### src/hdl/bcc_pkg.sv
// shared types, widths, codes and reset values for the button click classifier
// no dependencies
`default_nettype none

package bcc_pkg;

	localparam int NOW_W      = 32;
	localparam int DEB_W      = 8;
	localparam int THR_W      = 16;
	localparam int EV_W       = 3;
	localparam int CFG_IDX_W  = 3;
	localparam int CFG_DATA_W = 16;

	localparam int HOLD_FACTOR_DEF = 5;

	localparam logic [DEB_W-1:0] DEB_RST   = DEB_W'(30);
	localparam logic [THR_W-1:0] SHORT_RST = THR_W'(100);
	localparam logic [THR_W-1:0] LONG_RST  = THR_W'(380);
	localparam logic [THR_W-1:0] DGAP_RST  = THR_W'(110);
	localparam logic             ALOW_RST  = 1'b0;

	typedef enum logic [CFG_IDX_W-1:0] {
		REG_DEBOUNCE   = 3'd0,
		REG_SHORT      = 3'd1,
		REG_LONG       = 3'd2,
		REG_DOUBLE_GAP = 3'd3,
		REG_ACTIVE_LOW = 3'd4
	} bcc_reg_t;

	typedef enum logic [2:0] {
		PH_IDLE     = 3'd0,
		PH_FIRST    = 3'd1,
		PH_RELEASED = 3'd2,
		PH_SECOND   = 3'd3,
		PH_HELD     = 3'd4
	} bcc_phase_t;

	typedef enum logic [EV_W-1:0] {
		EV_NONE   = 3'd0,
		EV_SHORT  = 3'd1,
		EV_DOUBLE = 3'd2,
		EV_LONG   = 3'd3,
		EV_HELD   = 3'd4
	} bcc_event_t;

	typedef struct packed {
		logic [DEB_W-1:0] debounce_ms;
		logic [THR_W-1:0] short_ms;
		logic [THR_W-1:0] long_ms;
		logic [THR_W-1:0] double_gap_ms;
		logic             active_low;
	} bcc_cfg_t;

endpackage

`default_nettype wire

### src/hdl/bcc_if.sv
// valid/ready channel interfaces for button samples and classified results
// depends on bcc_pkg
`default_nettype none

interface bcc_sample_if;
	import bcc_pkg::*;
	logic             valid;
	logic             ready;
	logic             raw_level;
	logic [NOW_W-1:0] now_ms;

	modport source (output valid, output raw_level, output now_ms, input ready);
	modport sink   (input valid, input raw_level, input now_ms, output ready);
endinterface

interface bcc_result_if;
	import bcc_pkg::*;
	logic            valid;
	logic            ready;
	logic [EV_W-1:0] click_event;

	modport source (output valid, output click_event, input ready);
	modport sink   (input valid, input click_event, output ready);
endinterface

`default_nettype wire

### src/hdl/bcc_cfg.sv
// configuration register file plus the precomputed hold threshold
// depends on bcc_pkg
`default_nettype none

module bcc_cfg #(
	parameter int HOLD_FACTOR = bcc_pkg::HOLD_FACTOR_DEF
) (
	input  wire logic                            clk,
	input  wire logic                            arst_n,
	input  wire logic                            cfg_we,
	input  wire logic [bcc_pkg::CFG_IDX_W-1:0]   cfg_index,
	input  wire logic [bcc_pkg::CFG_DATA_W-1:0]  cfg_data,
	output bcc_pkg::bcc_cfg_t                    cfg,
	output logic [bcc_pkg::THR_W+$clog2(HOLD_FACTOR)-1:0] hold_ms
);
	import bcc_pkg::*;

	localparam int HoldW = THR_W + $clog2(HOLD_FACTOR);

	bcc_cfg_t          cfg_q;
	logic [HoldW-1:0]  hold_q;

	always_ff @(posedge clk or negedge arst_n) begin
		if (!arst_n) begin
			cfg_q.debounce_ms   <= DEB_RST;
			cfg_q.short_ms      <= SHORT_RST;
			cfg_q.long_ms       <= LONG_RST;
			cfg_q.double_gap_ms <= DGAP_RST;
			cfg_q.active_low    <= ALOW_RST;
			hold_q              <= HoldW'(HoldW'(LONG_RST) * HoldW'(HOLD_FACTOR));
		end else if (cfg_we) begin
			case (cfg_index)
				REG_DEBOUNCE:   cfg_q.debounce_ms   <= cfg_data[DEB_W-1:0];
				REG_SHORT:      cfg_q.short_ms      <= cfg_data[THR_W-1:0];
				REG_LONG: begin
					cfg_q.long_ms <= cfg_data[THR_W-1:0];
					// constant multiply, done once at write time
					hold_q <= HoldW'(HoldW'(cfg_data[THR_W-1:0]) * HoldW'(HOLD_FACTOR));
				end
				REG_DOUBLE_GAP: cfg_q.double_gap_ms <= cfg_data[THR_W-1:0];
				REG_ACTIVE_LOW: cfg_q.active_low    <= cfg_data[0];
				default: ;
			endcase
		end
	end

	assign cfg     = cfg_q;
	assign hold_ms = hold_q;

endmodule

`default_nettype wire

### src/hdl/bcc_core.sv
// press/release phase machine with press-start and release timestamps
// depends on bcc_pkg
`default_nettype none

module bcc_core #(
	parameter int HOLD_FACTOR = bcc_pkg::HOLD_FACTOR_DEF
) (
	input  wire logic                          clk,
	input  wire logic                          arst_n,
	input  wire logic                          step,
	input  wire logic                          raw_level,
	input  wire logic [bcc_pkg::NOW_W-1:0]     now_ms,
	input  wire bcc_pkg::bcc_cfg_t             cfg,
	input  wire logic [bcc_pkg::THR_W+$clog2(HOLD_FACTOR)-1:0] hold_ms,
	output bcc_pkg::bcc_event_t                click_event
);
	import bcc_pkg::*;

	bcc_phase_t        phase_q, phase_d;
	logic [NOW_W-1:0]  start_q, start_d;
	logic [NOW_W-1:0]  rel_q, rel_d;

	logic              lvl;
	logic [NOW_W-1:0]  len, gap;
	logic              len_lt_deb, len_gt_deb, len_gt_short, len_gt_long, len_gt_hold;
	logic              gap_lt_dg, gap_gt_dg;

	assign lvl = raw_level ^ cfg.active_low;
	assign len = now_ms - start_q;
	assign gap = now_ms - rel_q;

	assign len_lt_deb   = len < NOW_W'(cfg.debounce_ms);
	assign len_gt_deb   = len > NOW_W'(cfg.debounce_ms);
	assign len_gt_short = len > NOW_W'(cfg.short_ms);
	assign len_gt_long  = len > NOW_W'(cfg.long_ms);
	assign len_gt_hold  = len > NOW_W'(hold_ms);
	assign gap_lt_dg    = gap < NOW_W'(cfg.double_gap_ms);
	assign gap_gt_dg    = gap > NOW_W'(cfg.double_gap_ms);

	// next state
	always_comb begin
		phase_d = phase_q;
		start_d = start_q;
		rel_d   = rel_q;
		case (phase_q)
			PH_IDLE: begin
				if (lvl) begin
					phase_d = PH_FIRST;
					start_d = now_ms;
				end
			end
			PH_FIRST: begin
				if (!lvl) begin
					if (!len_lt_deb && !len_gt_long && len_gt_short) begin
						phase_d = PH_RELEASED;
						rel_d   = now_ms;
					end else begin
						phase_d = PH_IDLE;
					end
				end else if (len_gt_hold) begin
					phase_d = PH_HELD;
				end
			end
			PH_HELD: begin
				if (!lvl) phase_d = PH_IDLE;
			end
			PH_RELEASED: begin
				if (lvl && gap_lt_dg) begin
					phase_d = PH_SECOND;
					start_d = now_ms;
				end else if (!lvl && gap_gt_dg) begin
					phase_d = PH_IDLE;
				end
			end
			default: begin
				// second press, and unused codes behave the same
				if (!lvl && len_gt_deb) phase_d = PH_IDLE;
			end
		endcase
		if (phase_d == PH_IDLE) begin
			start_d = '0;
			rel_d   = '0;
		end
	end

	// event for this sample
	always_comb begin
		click_event = EV_NONE;
		case (phase_q)
			PH_IDLE: click_event = EV_NONE;
			PH_FIRST: begin
				if (!lvl) begin
					if (!len_lt_deb && len_gt_long) click_event = EV_LONG;
				end else if (len_gt_hold) begin
					click_event = EV_HELD;
				end
			end
			PH_HELD: begin
				if (lvl && len_gt_hold) click_event = EV_HELD;
			end
			PH_RELEASED: begin
				if (!lvl && !gap_lt_dg && gap_gt_dg) click_event = EV_SHORT;
				else if (!lvl && gap_lt_dg && gap_gt_dg) click_event = EV_SHORT;
			end
			default: begin
				if (!lvl && len_gt_deb) click_event = EV_DOUBLE;
			end
		endcase
	end

	always_ff @(posedge clk or negedge arst_n) begin
		if (!arst_n) begin
			phase_q <= PH_IDLE;
			start_q <= '0;
			rel_q   <= '0;
		end else if (step) begin
			phase_q <= phase_d;
			start_q <= start_d;
			rel_q   <= rel_d;
		end
	end

endmodule

`default_nettype wire

### src/hdl/button_click_classifier.sv
// top level of the button click classifier: input stage, phase machine, result register
// depends on bcc_pkg, bcc_if, bcc_cfg, bcc_core
//
// usage
//   sample channel: one button sample per transfer, raw pin level plus a free-running
//   millisecond timestamp that wraps at 2^32
//   result channel: exactly one click_event per sample, in order
//   (0 none, 1 short click, 2 double click, 3 long press, 4 held)
//   config port: cfg_we/cfg_index/cfg_data, written only while no sample is in flight;
//   unknown indexes are dropped
// timing
//   a sample transfer loads the input register; the phase machine then updates and the
//   event lands in the result register together, as soon as the result register can
//   take it, and result.valid rises with that load
//   throughput is one sample per cycle while the result is not stalled; the phase/timestamp
//   registers close their loop through combinational logic (two subtracts and a handful of 32-bit compares)
// reset
//   arst_n clears the phase machine to idle, zeroes both timestamps, restores the
//   register defaults and empties both pipeline stages
// backpressure
//   a stalled result holds in the result register; the input register still takes one
//   more sample, then sample.ready drops until the result transfers
`default_nettype none

module button_click_classifier #(
	parameter int HOLD_FACTOR = bcc_pkg::HOLD_FACTOR_DEF
) (
	input  wire logic                           clk,
	input  wire logic                           arst_n,
	input  wire logic                           cfg_we,
	input  wire logic [bcc_pkg::CFG_IDX_W-1:0]  cfg_index,
	input  wire logic [bcc_pkg::CFG_DATA_W-1:0] cfg_data,
	bcc_sample_if.sink                          sample,
	bcc_result_if.source                        result
);
	import bcc_pkg::*;

	localparam int HoldW = THR_W + $clog2(HOLD_FACTOR);

	bcc_cfg_t         cfg;
	logic [HoldW-1:0] hold_ms;

	// input stage
	logic             valid_s1;
	logic             level_s1;
	logic [NOW_W-1:0] now_s1;

	// result stage
	logic             out_valid_q;
	bcc_event_t       out_event_q;

	bcc_event_t       event_d;
	logic             advance;
	logic             step;

	// result register can take a new event when empty or draining this cycle
	assign advance      = !out_valid_q || result.ready;
	assign step         = valid_s1 && advance;
	assign sample.ready = !valid_s1 || advance;

	bcc_cfg #(
		.HOLD_FACTOR(HOLD_FACTOR)
	) u_cfg (
		.clk       (clk),
		.arst_n    (arst_n),
		.cfg_we    (cfg_we),
		.cfg_index (cfg_index),
		.cfg_data  (cfg_data),
		.cfg       (cfg),
		.hold_ms   (hold_ms)
	);

	bcc_core #(
		.HOLD_FACTOR(HOLD_FACTOR)
	) u_core (
		.clk         (clk),
		.arst_n      (arst_n),
		.step        (step),
		.raw_level   (level_s1),
		.now_ms      (now_s1),
		.cfg         (cfg),
		.hold_ms     (hold_ms),
		.click_event (event_d)
	);

	// input register, valid bit under reset
	always_ff @(posedge clk or negedge arst_n) begin
		if (!arst_n) begin
			valid_s1 <= 1'b0;
		end else if (sample.ready) begin
			valid_s1 <= sample.valid;
		end
	end

	// payload needs no reset
	always_ff @(posedge clk) begin
		if (sample.ready && sample.valid) begin
			level_s1 <= sample.raw_level;
			now_s1   <= sample.now_ms;
		end
	end

	always_ff @(posedge clk or negedge arst_n) begin
		if (!arst_n) begin
			out_valid_q <= 1'b0;
		end else if (advance) begin
			out_valid_q <= valid_s1;
		end
	end

	always_ff @(posedge clk) begin
		if (step) out_event_q <= event_d;
	end

	assign result.valid       = out_valid_q;
	assign result.click_event = out_event_q;

endmodule

`default_nettype wire

### src/flat_wrapper.sv
// flat-port wrapper written by rule: the top's interface ports become plain ports
module button_click_classifier_flat import bcc_pkg::*;
#(
	parameter int HOLD_FACTOR = bcc_pkg::HOLD_FACTOR_DEF
)
  (clk, arst_n, cfg_we, cfg_index, cfg_data, sample_valid, sample_raw_level, sample_now_ms, sample_ready, result_valid, result_click_event, result_ready);
  bcc_sample_if sample_i ();
  bcc_result_if result_i ();
  input  wire logic clk;
  input  wire logic arst_n;
  input  wire logic cfg_we;
  input  wire logic [bcc_pkg::CFG_IDX_W-1:0] cfg_index;
  input  wire logic [bcc_pkg::CFG_DATA_W-1:0] cfg_data;
  input wire logic [$bits(sample_i.valid)-1:0] sample_valid;
  input wire logic [$bits(sample_i.raw_level)-1:0] sample_raw_level;
  input wire logic [$bits(sample_i.now_ms)-1:0] sample_now_ms;
  output wire logic [$bits(sample_i.ready)-1:0] sample_ready;
  output wire logic [$bits(result_i.valid)-1:0] result_valid;
  output wire logic [$bits(result_i.click_event)-1:0] result_click_event;
  input wire logic [$bits(result_i.ready)-1:0] result_ready;
  assign sample_i.valid = sample_valid;
  assign sample_i.raw_level = sample_raw_level;
  assign sample_i.now_ms = sample_now_ms;
  assign sample_ready = sample_i.ready;
  assign result_valid = result_i.valid;
  assign result_click_event = result_i.click_event;
  assign result_i.ready = result_ready;
  button_click_classifier #(.HOLD_FACTOR(HOLD_FACTOR)) u_core (.clk(clk), .arst_n(arst_n), .cfg_we(cfg_we), .cfg_index(cfg_index), .cfg_data(cfg_data), .sample(sample_i), .result(result_i));
endmodule
### config.mk
export PLATFORM = sky130hd
export DESIGN_NAME = button_click_classifier_flat
export DESIGN_NICKNAME = d
export VERILOG_FILES = /design/src/hdl/bcc_pkg.sv /design/src/hdl/bcc_if.sv /design/src/hdl/bcc_cfg.sv /design/src/hdl/bcc_core.sv /design/src/hdl/button_click_classifier.sv /design/src/flat_wrapper.sv
export SDC_FILE = /design/constraint.sdc
export NUM_CORES = 1
export LEC_CHECK = 0
export BUFFER_PORTS_ARGS = -buffer_cell sky130_fd_sc_hd__buf_2
export CELL_PAD_IN_SITES_DETAIL_PLACEMENT = 1
export CELL_PAD_IN_SITES_GLOBAL_PLACEMENT = 1
export CORE_ASPECT_RATIO = 0.5
export CORE_MARGIN = 2
export CORE_UTILIZATION = 49
export CTS_CLUSTER_DIAMETER = 30
export DETAILED_ROUTE_END_ITERATION = 8
export MAX_ROUTING_LAYER = met4
export PLACE_DENSITY = 0.88
export SETUP_SLACK_MARGIN = 0.5
export SYNTH_ARGS = -nofsm -noshare
export SYNTH_HDL_FRONTEND = slang
export SYNTH_SLANG_ARGS = --single-unit
### constraint.sdc
create_clock -name clk -period 6.21 [get_ports clk]
set_clock_uncertainty 0.05 [all_clocks]
set_input_delay 1.242 -clock clk [delete_from_list [all_inputs] [get_ports clk]]
set_output_delay 1.242 -clock clk [all_outputs]
set_load 0.02 [all_outputs]
==> results_dict.tcl, run 1 <==
set metrics [dict create \
    outcome "finished clean" \
    synth_xor_area_frac 0.0336 \
    core.rowCount 44 \
    grt_pass1_vias 14703 \
    pwr-share-seq 0.255 \
    use_met1 0.461 \
    final_cell_area_sq_mm 0.0159 \
    swShare 0.480 \
    final_antenna_net_count 0 \
    firstDrtPassIters 5 \
    initial_core_util 0.501 \
    synth_area_sq_mm 0.0146 \
    crit_required_ns 6.51 \
    netlist_instances 1684 \
    use_met2 0.543 \
    grt_use_met3 0.0650 \
    routed_via_density 6.69 \
    num_vias 14189 \
    fp.dieH_um 126 \
    cpMaxStageDelayCell "o21ai_1" \
    clk_pin_slew_ns 0.08 \
    worstSetupStartpointType "register" \
    irDropWorstVdd_mv 0.246 \
    setup-violations-final 0 \
    maxCapViolations 0 \
    grt_max_degree 56 \
    finalHoldViolations 0 \
    cp_top_family "compound AO/OA/AOI/OAI gates" \
    clk_latency_ns 0.47 \
    path_buf_inv 1 \
    clock_path_buffers 2 \
    cp.arrival_ns 5.86 \
    fp.dieW_um 248 \
    power.density_mw_per_mm2 389 \
    wl_per_cell_um 25.0 \
    dpl-instance-area_sq_mm 0.0153 \
    combPwrFrac 0.562 \
    p_switching_uw 2970 \
    layout-drive-gt1-share 0.115 \
    drv_slew 0 \
    cp_slowest_stage_delay_ns 0.65 \
    numCtsBuffers 17 \
    rsz0062_at_grt "yes" \
    fmax_mhz 180 \
    drc_errors 0 \
    synth_top_family_by_area "compound AO/OA/AOI/OAI gates" \
    synthTopCellsByArea "dfrtp_1 20%, ha_1 14%, edfxtp_1 7.4%" \
    path_cells "ha_1 > and3_1 > a21boi_0 > a21oi_1 > buf_4 > a21boi_0 > nor2_1 > ha_1 > a21o_1 > a21o_1 > a211o_1 > o211ai_1 > a41oi_1 > o21ai_0 > a21oi_1 > o21ai_1 > o21ai_2 > o211a_1 > a221o_1" \
    timing.slew.headroom 0.173 \
    setup.worst_path.class "reg -> reg" \
    yosys.area_share.simple 0.164 \
    synth_fp_nets 1907 \
    htreeDepth 4 \
    synth-adder-area-share 0.145 \
    busiest_layer "met2" \
    io_pins 62 \
    tightest_slew_ns 1.24 \
    cts_tree "built" \
    finalCriticalPeriod_ns 5.56 \
    synth_edf_count 36 \
    synth_top_area_share 0.203 \
    yosysUniqueCellTypes 81 \
    path_max_fanout 19 \
    synth-compound-area-share 0.251 \
    grtUsageTotal 0.352 \
    gp_congestion 0.973 \
    synthMuxAreaShare 0.0196 \
    p_clk_frac 0.183 \
    syn_area_per_cell_sq_um 8.66 \
    area_growth_syn_to_layout_pct 9.05 \
    port_buffers 61 \
    nNetsFinal 1938 \
    antenna_found_initial 2 \
    synth_ff_type "dfrtp_1" \
    finalCritPeriodShare 0.896 \
    cellInternalPower_uw 3220 \
    finalWirelength_um 53100 \
    grt_first_pass_wirelength_um 82800 \
    ys_seq_area_frac 0.322 \
    yosysWarnings 0 \
    cts_root_buf "clkbuf_16" \
    die-area_sq_mm 0.0312 \
    leakagePower_uw 0.00717 \
    grt_overflow_total 0 \
    async_flop_share 0.799 \
    endpoint_kind "register" \
    hpwl_um 39700 \
    clock-sinks 179 \
    tns_ns 0 \
    synth.largest_area_cell "dfrtp_1" \
    min_path_type "reg -> reg" \
    ys_ff_latch 179 \
    dr.first_iter.drc_count 1439 \
    core_area_sq_mm 0.0291 \
]
through the flow:
stage	setup WS, ns	hold WS (ns)	cells	total power (uW)	util
4_1_cts	0.613	0.443	2117	6010	0.544
3_3_place_gp	0.443	0.415	2085	4570	0.524
2_1_floorplan	1.84	0.399	1684	3760	-
6_report	0.646	0.443	2120	6190	0.546
3_5_place_dp	0.385	0.431	2085	4830	0.524
5_1_grt	0.414	0.483	2120	6510	0.546
layer usage:
layer  wire [um]  part of all wire
met5           0                 0
met4        1940             0.037
met3        3730             0.070
met2       23900              0.45
met1       23500              0.44
worst reg2reg max path, delay by kind of cell (launching register included):
kind	cells	cell delay, ns
buffers and inverters	1	0.16
and+or+nand+nor	2	0.43
adders and majority gates	2	0.74
AOI/OAI and AO/OA	14	3.61
DFF	1	0.46
area by class of cell:
class                      instances  area (sq um)
multi-input combinational       1268          9020
tap                              391           489
inverter                         162           608
sequential                       179          4690
antenna                            1          2.50
fill                            3428         13200
clock inverter                    14           140
clock buffer                      18           439
timing repair buffer              87           507
synthesized netlist by cell type (all sizes together) (13+ instances only):
library cell	n
a211oi	13
a21o	33
a21oi	100
a221o	34
a31oi	45
and3	14
buf	23
clkbuf	54
dfrtp	118
dfstp	25
edfxtp	36
ha	163
inv	162
mux2	20
nand2	201
nand2b	16
nand3	20
nand4	70
nor2	67
nor3	23
o211a	34
o211ai	18
o21a	18
o21ai	129
o32ai	30
xnor2	31
xor2	25
final timing paths:
kind / from / end / slack [ns] / cells after the start
hold / removal: u_core.u_cfg.hold_ms[10]$_DFFE_PN1P_ / u_core.u_cfg.hold_ms[10]$_DFFE_PN1P_ / 0.44 / 2
setup / recovery: u_core.now_s1[8]$_DFFE_PP_ / u_core.u_core.rel_q[8]$_DFFE_PN0P_ / 0.65 / 19
min in group asynchronous: arst_n / u_core.u_core.start_q[28]$_DFFE_PN0P_ / 0.66 / 1
max in group asynchronous: arst_n / u_core.u_cfg.cfg[56]$_DFFE_PN0P_ / 4.33 / 2
setup reg to reg: u_core.now_s1[8]$_DFFE_PP_ / u_core.u_core.rel_q[8]$_DFFE_PN0P_ / 0.65 / 19
hold reg to reg: u_core.u_cfg.hold_ms[10]$_DFFE_PN1P_ / u_core.u_cfg.hold_ms[10]$_DFFE_PN1P_ / 0.44 / 2
kinds of logic (layout without fill, tap and decap cells):
group | after synthesis | count (layout)
xor+xnor | 56 | 56
buf+inv | 239 | 281
compound gates | 530 | 532
flops | 179 | 179
simple gates | 487 | 487
mux | 26 | 26
fa+ha+maj | 167 | 167
other cells | 0 | 1
power by group through the flow:
| stage | combinational, uW | clock [uW] | sequential, uW |
|---|---|---|---|
| after floorplan | 2210 | 0 | 1540 |
| after global placement | 3000 | 0 | 1570 |
| after detailed placement | 3230 | 0 | 1590 |
| after CTS | 3300 | 1130 | 1570 |
| after global routing | 3730 | 1180 | 1600 |
| final | 3470 | 1130 | 1580 |
cells in the final DEF, fill, tap and decap left out, types with 12 or more instances in the layout:
cell	Yosys	final
a211oi_1	12	12
a21o_1	33	33
a21oi_1	100	100
a221o_1	34	34
a31oi_1	44	43
and3_1	14	14
buf_2	12	60
buf_4	3	26
clkbuf_16	0	17
dfrtp_1	118	118
dfstp_2	25	25
edfxtp_1	36	36
ha_1	163	163
inv_1	162	161
mux2_2	20	20
nand2_1	201	201
nand2b_1	16	16
nand3_1	20	20
nand4_1	70	70
nor2_1	67	64
nor3_1	22	22
o211a_1	34	34
o211ai_1	18	18
o21a_1	18	18
o21ai_0	124	123
o32ai_1	30	30
xnor2_1	31	31
xor2_1	25	25
sequential cells by signal, indices dropped and copies added, names as in the netlist:
name,count
u_core.valid_s1,1
u_core.level_s1,1
u_core.u_core.rel_q,32
u_core.result.click_event,3
u_core.u_core.phase_q,3
u_core.u_cfg.hold_ms,19
u_core.u_core.start_q,32
u_core.result.valid,1
u_core.u_cfg.cfg,55
u_core.now_s1,32
repair_timing:
action | 4_1_cts | 5_1_grt
hold endpoints to repair | 0 | 0
resized for setup | 1 | 5
pin swaps | 0 | 2
hold buffers | 0 | 0
endpoints found under the setup margin | 64 | 64
buffers inserted | 0 | 0
cloned | 0 | 2
No activity file was read; power rests on OpenSTA's default activity.
==> run 2: changes to the inputs <==
--- a/config.mk
+++ b/config.mk
@@ -5,7 +5,7 @@
 export SDC_FILE = /design/constraint.sdc
 export NUM_CORES = 1
 export LEC_CHECK = 0
-export BUFFER_PORTS_ARGS = -buffer_cell sky130_fd_sc_hd__buf_2
+export BUFFER_PORTS_ARGS = -buffer_cell sky130_fd_sc_hd__buf_4
 export CELL_PAD_IN_SITES_DETAIL_PLACEMENT = 1
 export CELL_PAD_IN_SITES_GLOBAL_PLACEMENT = 1
 export CORE_ASPECT_RATIO = 0.5
@@ -16,6 +16,7 @@
 export MAX_ROUTING_LAYER = met4
 export PLACE_DENSITY = 0.88
 export SETUP_SLACK_MARGIN = 0.5
+export SKIP_CTS_REPAIR_TIMING = 1
 export SYNTH_ARGS = -nofsm -noshare
 export SYNTH_HDL_FRONTEND = slang
 export SYNTH_SLANG_ARGS = --single-unit
==> run 2 against run 1 <==
Die area stayed put. Clock power about the same. Largest power group unchanged. Cell count decreased by 0.19%. Setup slack gained 0.077 ns. Count of clock-buffer cells in the layout up 1. Sequential cell count unchanged. Critical path type unchanged. Sequential share of layout area shrank 0.32 points. Hold slack got worse by 0.0012 ns. Critical path depth up 2. Sequential power about the same. Maximum frequency up 1.4%.
==> results_dict.tcl, run 2 (same netlist as run 1, synthesis figures left out) <==
set metrics [dict create \
    finalCritPeriodShare 0.883 \
    fmax_mhz 182 \
    grtUsageTotal 0.344 \
    endpoint_kind "register" \
    fillers 3395 \
    die-area_sq_mm 0.0312 \
    setup-violations-final 0 \
    crit_end "u_core.u_core.rel_q[25]$_DFFE_PN0P_" \
    power.density_mw_per_mm2 383 \
    cpMaxStageDelayCell "a32oi_1" \
    htreeDepth 4 \
    fp.dieH_um 126 \
    fp.dieW_um 248 \
    cp_slowest_stage_delay_ns 0.60 \
    final_cells 2116 \
    crit_required_ns 6.49 \
    dr.first_iter.drc_count 1363 \
    r2r_end "u_core.u_core.rel_q[25]$_DFFE_PN0P_" \
    largest_reg_flops 55 \
    layout-drive-gt1-share 0.114 \
    grt_first_pass_wirelength_um 81300 \
    place_inst 2079 \
    layout_common_cells "201 x nand2_1, 163 x ha_1, 161 x inv_1" \
    path_cells "inv_1 > ha_1 > inv_1 > fa_1 > nand3_1 > a21oi_1 > o31ai_2 > nand3_1 > xor2_1 > ha_1 > nand4_1 > nor2_1 > o21ai_0 > o21ai_0 > o41ai_4 > o21bai_1 > nor4_1 > a32oi_1 > a31oi_4 > buf_6 > a221o_1" \
    wl_per_cell_um 24.5 \
    clock_path_buffers 2 \
    finalWirelength_um 51900 \
    r2r_cells 21 \
    clock-sinks 179 \
    rsz0062_at_grt "no" \
    core.rowCount 44 \
    cts_root_buf "clkbuf_16" \
    num_vias 14093 \
    core_area_sq_mm 0.0291 \
    clk_latency_ns 0.46 \
    clk_pin_slew_ns 0.08 \
    hpwl_um 38800 \
    numCtsBuffers 17 \
    path_max_fanout 32 \
    finalCriticalPeriod_ns 5.49 \
    nNetsFinal 1935 \
    tns_ns 0 \
    crit_start "u_core.now_s1[0]$_DFFE_PP_" \
    maxCapViolations 0 \
    setup.reg_to_reg.worst_slack_ns 0.72 \
    drv_slew 0 \
    finalHoldViolations 0 \
    area_growth_syn_to_layout_pct 10.3 \
    final_antenna_net_count 0 \
    gp_congestion 0.966 \
    irDropWorstVdd_mv 0.248 \
    tightest_slew_ns 1.23 \
    setup.worst_path.class "reg -> reg" \
    outcome "finished clean" \
    r2r-start "u_core.now_s1[0]$_DFFE_PP_" \
    timing.slew.headroom 0.178 \
    cts_tree "built" \
    firstDrtPassIters 5 \
    final_common_cell "nand2_1" \
    grt_overflow_total 0 \
    worstSetupStartpointType "register" \
    initial_core_util 0.501 \
    routed_via_density 6.66 \
    antenna_found_initial 0 \
    drc_errors 0 \
    port_buffers 61 \
    leakagePower_uw 0.00723 \
    min_path_type "reg -> reg" \
    n_antenna_cell 0 \
    io_pins 62 \
    grt_max_degree 97 \
    grt_pass1_vias 14390 \
    cp.arrival_ns 5.77 \
]
==> run 2: cell types whose count changed in the layout (fill, tap and decap cells not counted), moves of 3 or more <==
cell | before | now
buf_2 | 60 | 0
clkinv_8 | 0 | 4
clkinv_4 | 1 | 4
inv_6 | 6 | 2
buf_4 | 26 | 81
clkinv_2 | 3 | 0
==> run 2: metal layers <==
| layer | global-route usage | up-vias | part of all wire |
|---|---|---|---|
| met3 | 0.0448 | 111 | 0.058 |
| met2 | 0.536 | 512 | 0.46 |
| li1 | - | 6300 | - |
| met4 | 0.110 | 0 | 0.031 |
| met1 | 0.464 | 7170 | 0.45 |
| met5 | - | - | 0 |
==> run 2: worst max-delay path: cells and delay by family (launching register included) <==
family,cells,cell delay (ns)
flip-flops,1,0.39
AND/OR/NAND/NOR,5,0.65
adder cells (fa/ha/maj),3,0.83
buffers and inverters,3,0.43
AO/OA/AOI/OAI,9,2.56
XOR/XNOR,1,0.38
==> run 2: worst min path at each step <==
stage,cells past startpoint,from,endpoint,slack (ns)
3_3_place_gp,2,u_core.u_cfg.hold_ms[8]$_DFFE_PN1P_,u_core.u_cfg.hold_ms[8]$_DFFE_PN1P_,0.42
4_1_cts,2,u_core.u_cfg.hold_ms[10]$_DFFE_PN1P_,u_core.u_cfg.hold_ms[10]$_DFFE_PN1P_,0.44
5_1_grt,2,u_core.u_cfg.hold_ms[10]$_DFFE_PN1P_,u_core.u_cfg.hold_ms[10]$_DFFE_PN1P_,0.46
2_1_floorplan,2,u_core.u_cfg.hold_ms[12]$_DFFE_PN0P_,u_core.u_cfg.hold_ms[12]$_DFFE_PN0P_,0.40
3_5_place_dp,2,u_core.u_cfg.hold_ms[10]$_DFFE_PN1P_,u_core.u_cfg.hold_ms[10]$_DFFE_PN1P_,0.43
6_report,2,u_core.u_cfg.hold_ms[10]$_DFFE_PN1P_,u_core.u_cfg.hold_ms[10]$_DFFE_PN1P_,0.44
==> run 2: through the flow <==
| stage | util | worst slack, ns | area (sq um) | power, uW | hold WS [ns] |
|---|---|---|---|---|---|
| 2_1_floorplan | - | 1.84 | 14600 | 3760 | 0.399 |
| 3_5_place_dp | 0.528 | -0.0852 | 15400 | 4800 | 0.432 |
| 5_1_grt | 0.552 | 0.514 | 16100 | 6520 | 0.460 |
| 4_1_cts | 0.549 | -0.140 | 16000 | 5980 | 0.443 |
| 3_3_place_gp | 0.528 | 0.275 | 15400 | 4590 | 0.419 |
| 6_report | 0.552 | 0.724 | 16100 | 6150 | 0.442 |
==> run 2: final cells by class <==
| class | count | area, sq um | area share |
|---|---|---|---|
| multi-input combinational | 1267 | 9020 | 0.561 |
| sequential | 179 | 4690 | 0.292 |
| timing repair buffer | 85 | 662 | 0.0412 |
| inverter | 162 | 608 | 0.0378 |
| tap | 391 | 489 | 0.0304 |
| clock buffer | 19 | 464 | 0.0289 |
| clock inverter | 13 | 141 | 0.00880 |
==> run 2: report_power, final <==
| group | switching [uW] | internal (uW) | total, uW |
|---|---|---|---|
| combinational | 2220 | 1230 | 3450 |
| clock | 556 | 569 | 1120 |
| sequential | 148 | 1430 | 1580 |
| total | 2920 | 3230 | 6150 |
==> run 3: changes to the inputs <==
--- a/config.mk
+++ b/config.mk
@@ -10,11 +10,11 @@
 export CELL_PAD_IN_SITES_GLOBAL_PLACEMENT = 1
 export CORE_ASPECT_RATIO = 0.5
 export CORE_MARGIN = 2
-export CORE_UTILIZATION = 49
+export CORE_UTILIZATION = 40
 export CTS_CLUSTER_DIAMETER = 30
 export DETAILED_ROUTE_END_ITERATION = 8
 export MAX_ROUTING_LAYER = met4
-export PLACE_DENSITY = 0.88
+export PLACE_DENSITY = 0.75
 export SETUP_SLACK_MARGIN = 0.5
 export SKIP_CTS_REPAIR_TIMING = 1
 export SYNTH_ARGS = -nofsm -noshare
==> run 3 against run 2 <==
First-iteration DRC count shrank 28%. Via count shrank 5.7%. Global-route usage shrank 8.1 points. Maximum frequency grew 0.52%. Sequential share of layout area shrank 0.32 points. Die area grew 22%. Critical path type unchanged. Critical endpoint is now u_core.u_core.rel_q[24]$_DFFE_PN0P_. Largest power group unchanged.
==> results_dict.tcl, run 3 (same netlist as run 1, synthesis figures left out) <==
set metrics [dict create \
    clock-sinks 179 \
    outcome "finished clean" \
    gp_congestion 0.959 \
    area_growth_syn_to_layout_pct 11.5 \
    finalHoldViolations 0 \
    firstDrtPassIters 5 \
    whs_ns 0.444 \
    drv_slew 0 \
    core_area_sq_mm 0.0359 \
    layout_common_cells "201 x nand2_1, 163 x ha_1, 161 x inv_1" \
    antenna_found_initial 0 \
    fp.dieH_um 139 \
    timing.slew.headroom 0.328 \
    setup-violations-final 0 \
    grtUsageTotal 0.262 \
    grt_first_pass_wirelength_um 76200 \
    cts_root_buf "clkbuf_16" \
    initial_core_util 0.406 \
    use_met1 0.363 \
    worstSetupStartpointType "register" \
    cts_tree "built" \
    crit_start "u_core.now_s1[10]$_DFFE_PP_" \
    maxCapViolations 0 \
    clk_pin_slew_ns 0.08 \
    fp.dieW_um 274 \
    final_antenna_net_count 0 \
    num_vias 13294 \
    htreeDepth 4 \
    final_cells 2214 \
    port_buffers 61 \
    path_max_fanout 29 \
    clk_latency_ns 0.48 \
    min_path_type "reg -> reg" \
    setup.worst_path.class "reg -> reg" \
    dp_slack_ns 0.648 \
    fillers 4264 \
    finalCriticalPeriod_ns 5.46 \
    finalWirelength_um 47500 \
    r2r-start "u_core.now_s1[10]$_DFFE_PP_" \
    grt_pass1_vias 13513 \
    use_met2 0.384 \
    wl_per_cell_um 21.5 \
    crit_required_ns 6.57 \
    rsz0062_at_grt "no" \
    power.density_mw_per_mm2 370 \
    largest_reg_flops 55 \
    dr.first_iter.drc_count 982 \
    grt_max_degree 73 \
    die-area_sq_mm 0.0381 \
    clock_path_buffers 2 \
    drc_errors 0 \
    finalCritPeriodShare 0.879 \
    hpwl_um 35900 \
    final_common_cell "nand2_1" \
    cp.arrival_ns 5.82 \
    leakagePower_uw 0.00725 \
    tightest_slew_ns 1.00 \
    tns_ns 0 \
    busiest_layer "met2" \
    grt_use_met3 0.0440 \
    place_inst 2181 \
    io_pins 62 \
    hp-start "u_core.u_cfg.hold_ms[9]$_DFFE_PN1P_" \
    nNetsFinal 1939 \
    routed_via_density 6.00 \
    endpoint_kind "register" \
    numCtsBuffers 17 \
    layout-drive-gt1-share 0.117 \
    grt_overflow_total 0 \
    core.rowCount 49 \
    setup_ws_ns 0.752 \
    fmax_mhz 183 \
    irDropWorstVdd_mv 0.236 \
]
-- run 3: cell count changes in the layout (fill, tap and decap cells not counted), moves of 2 or more --
cell / change
buf_12: +6
buf_6: -2
clkinv_2: +2
clkinv_4: -3
inv_4: -2
inv_6: +2
inv_8: +2
nor2_2: +2
-- run 3: critical path, stage by stage (launching register included) --
cell	delay (ns)
edfxtp_1	0.50
ha_1	0.43
a21oi_1	0.59
nand2_1	0.30
o211ai_1	0.20
mux2_2	0.45
ha_1	0.34
a211oi_1	0.30
and2_1	0.17
nand4_1	0.15
a311o_1	0.40
nand3b_1	0.12
nor4_2	0.07
o21ai_4	0.79
buf_12	0.23
o211a_1	0.15
a221o_1	0.11
-- run 3: per-layer routing --
metal	share of wire	wire, um
met5	0	0
met4	0.032	1520
met3	0.048	2290
met2	0.43	20500
met1	0.49	23200
-- run 3: path summary, 6_finish.rpt --
check | cells past startpoint | slack, ns | end
setup / recovery | 16 | 0.75 | u_core.u_core.rel_q[24]$_DFFE_PN0P_
hold / removal | 2 | 0.44 | u_core.u_cfg.hold_ms[9]$_DFFE_PN1P_
setup reg to reg | 16 | 0.75 | u_core.u_core.rel_q[24]$_DFFE_PN0P_
hold reg to reg | 2 | 0.44 | u_core.u_cfg.hold_ms[9]$_DFFE_PN1P_
max in group asynchronous | 2 | 4.28 | u_core.u_cfg.cfg[25]$_DFFE_PN1P_
min in group asynchronous | 1 | 0.72 | u_core.u_core.start_q[23]$_DFFE_PN0P_
-- run 3: final cells by class --
| type | instances | area, sq um | area share |
|---|---|---|---|
| sequential | 179 | 4690 | 0.289 |
| inverter | 162 | 608 | 0.0374 |
| clock inverter | 15 | 160 | 0.00985 |
| clock buffer | 17 | 425 | 0.0262 |
| multi-input combinational | 1266 | 8990 | 0.553 |
| tap | 484 | 606 | 0.0373 |
| timing repair buffer | 90 | 767 | 0.0472 |
| antenna | 1 | 2.50 | 0.000154 |
-- run 3: per-stage QoR --
step	power (uW)	cell area [sq um]	utilization
finish	6020	16300	0.452
global route	6460	16300	0.452
CTS	5970	16200	0.452
detailed placement	4810	15600	0.436
global placement	4720	15600	0.436
floorplan	3760	14600	-
-- run 3: report_power, final --
| part | switching [uW] | internal [uW] |
|---|---|---|
| logic | 2070 | 1260 |
| registers | 139 | 1430 |
| clock network | 577 | 539 |
| total | 2780 | 3230 |
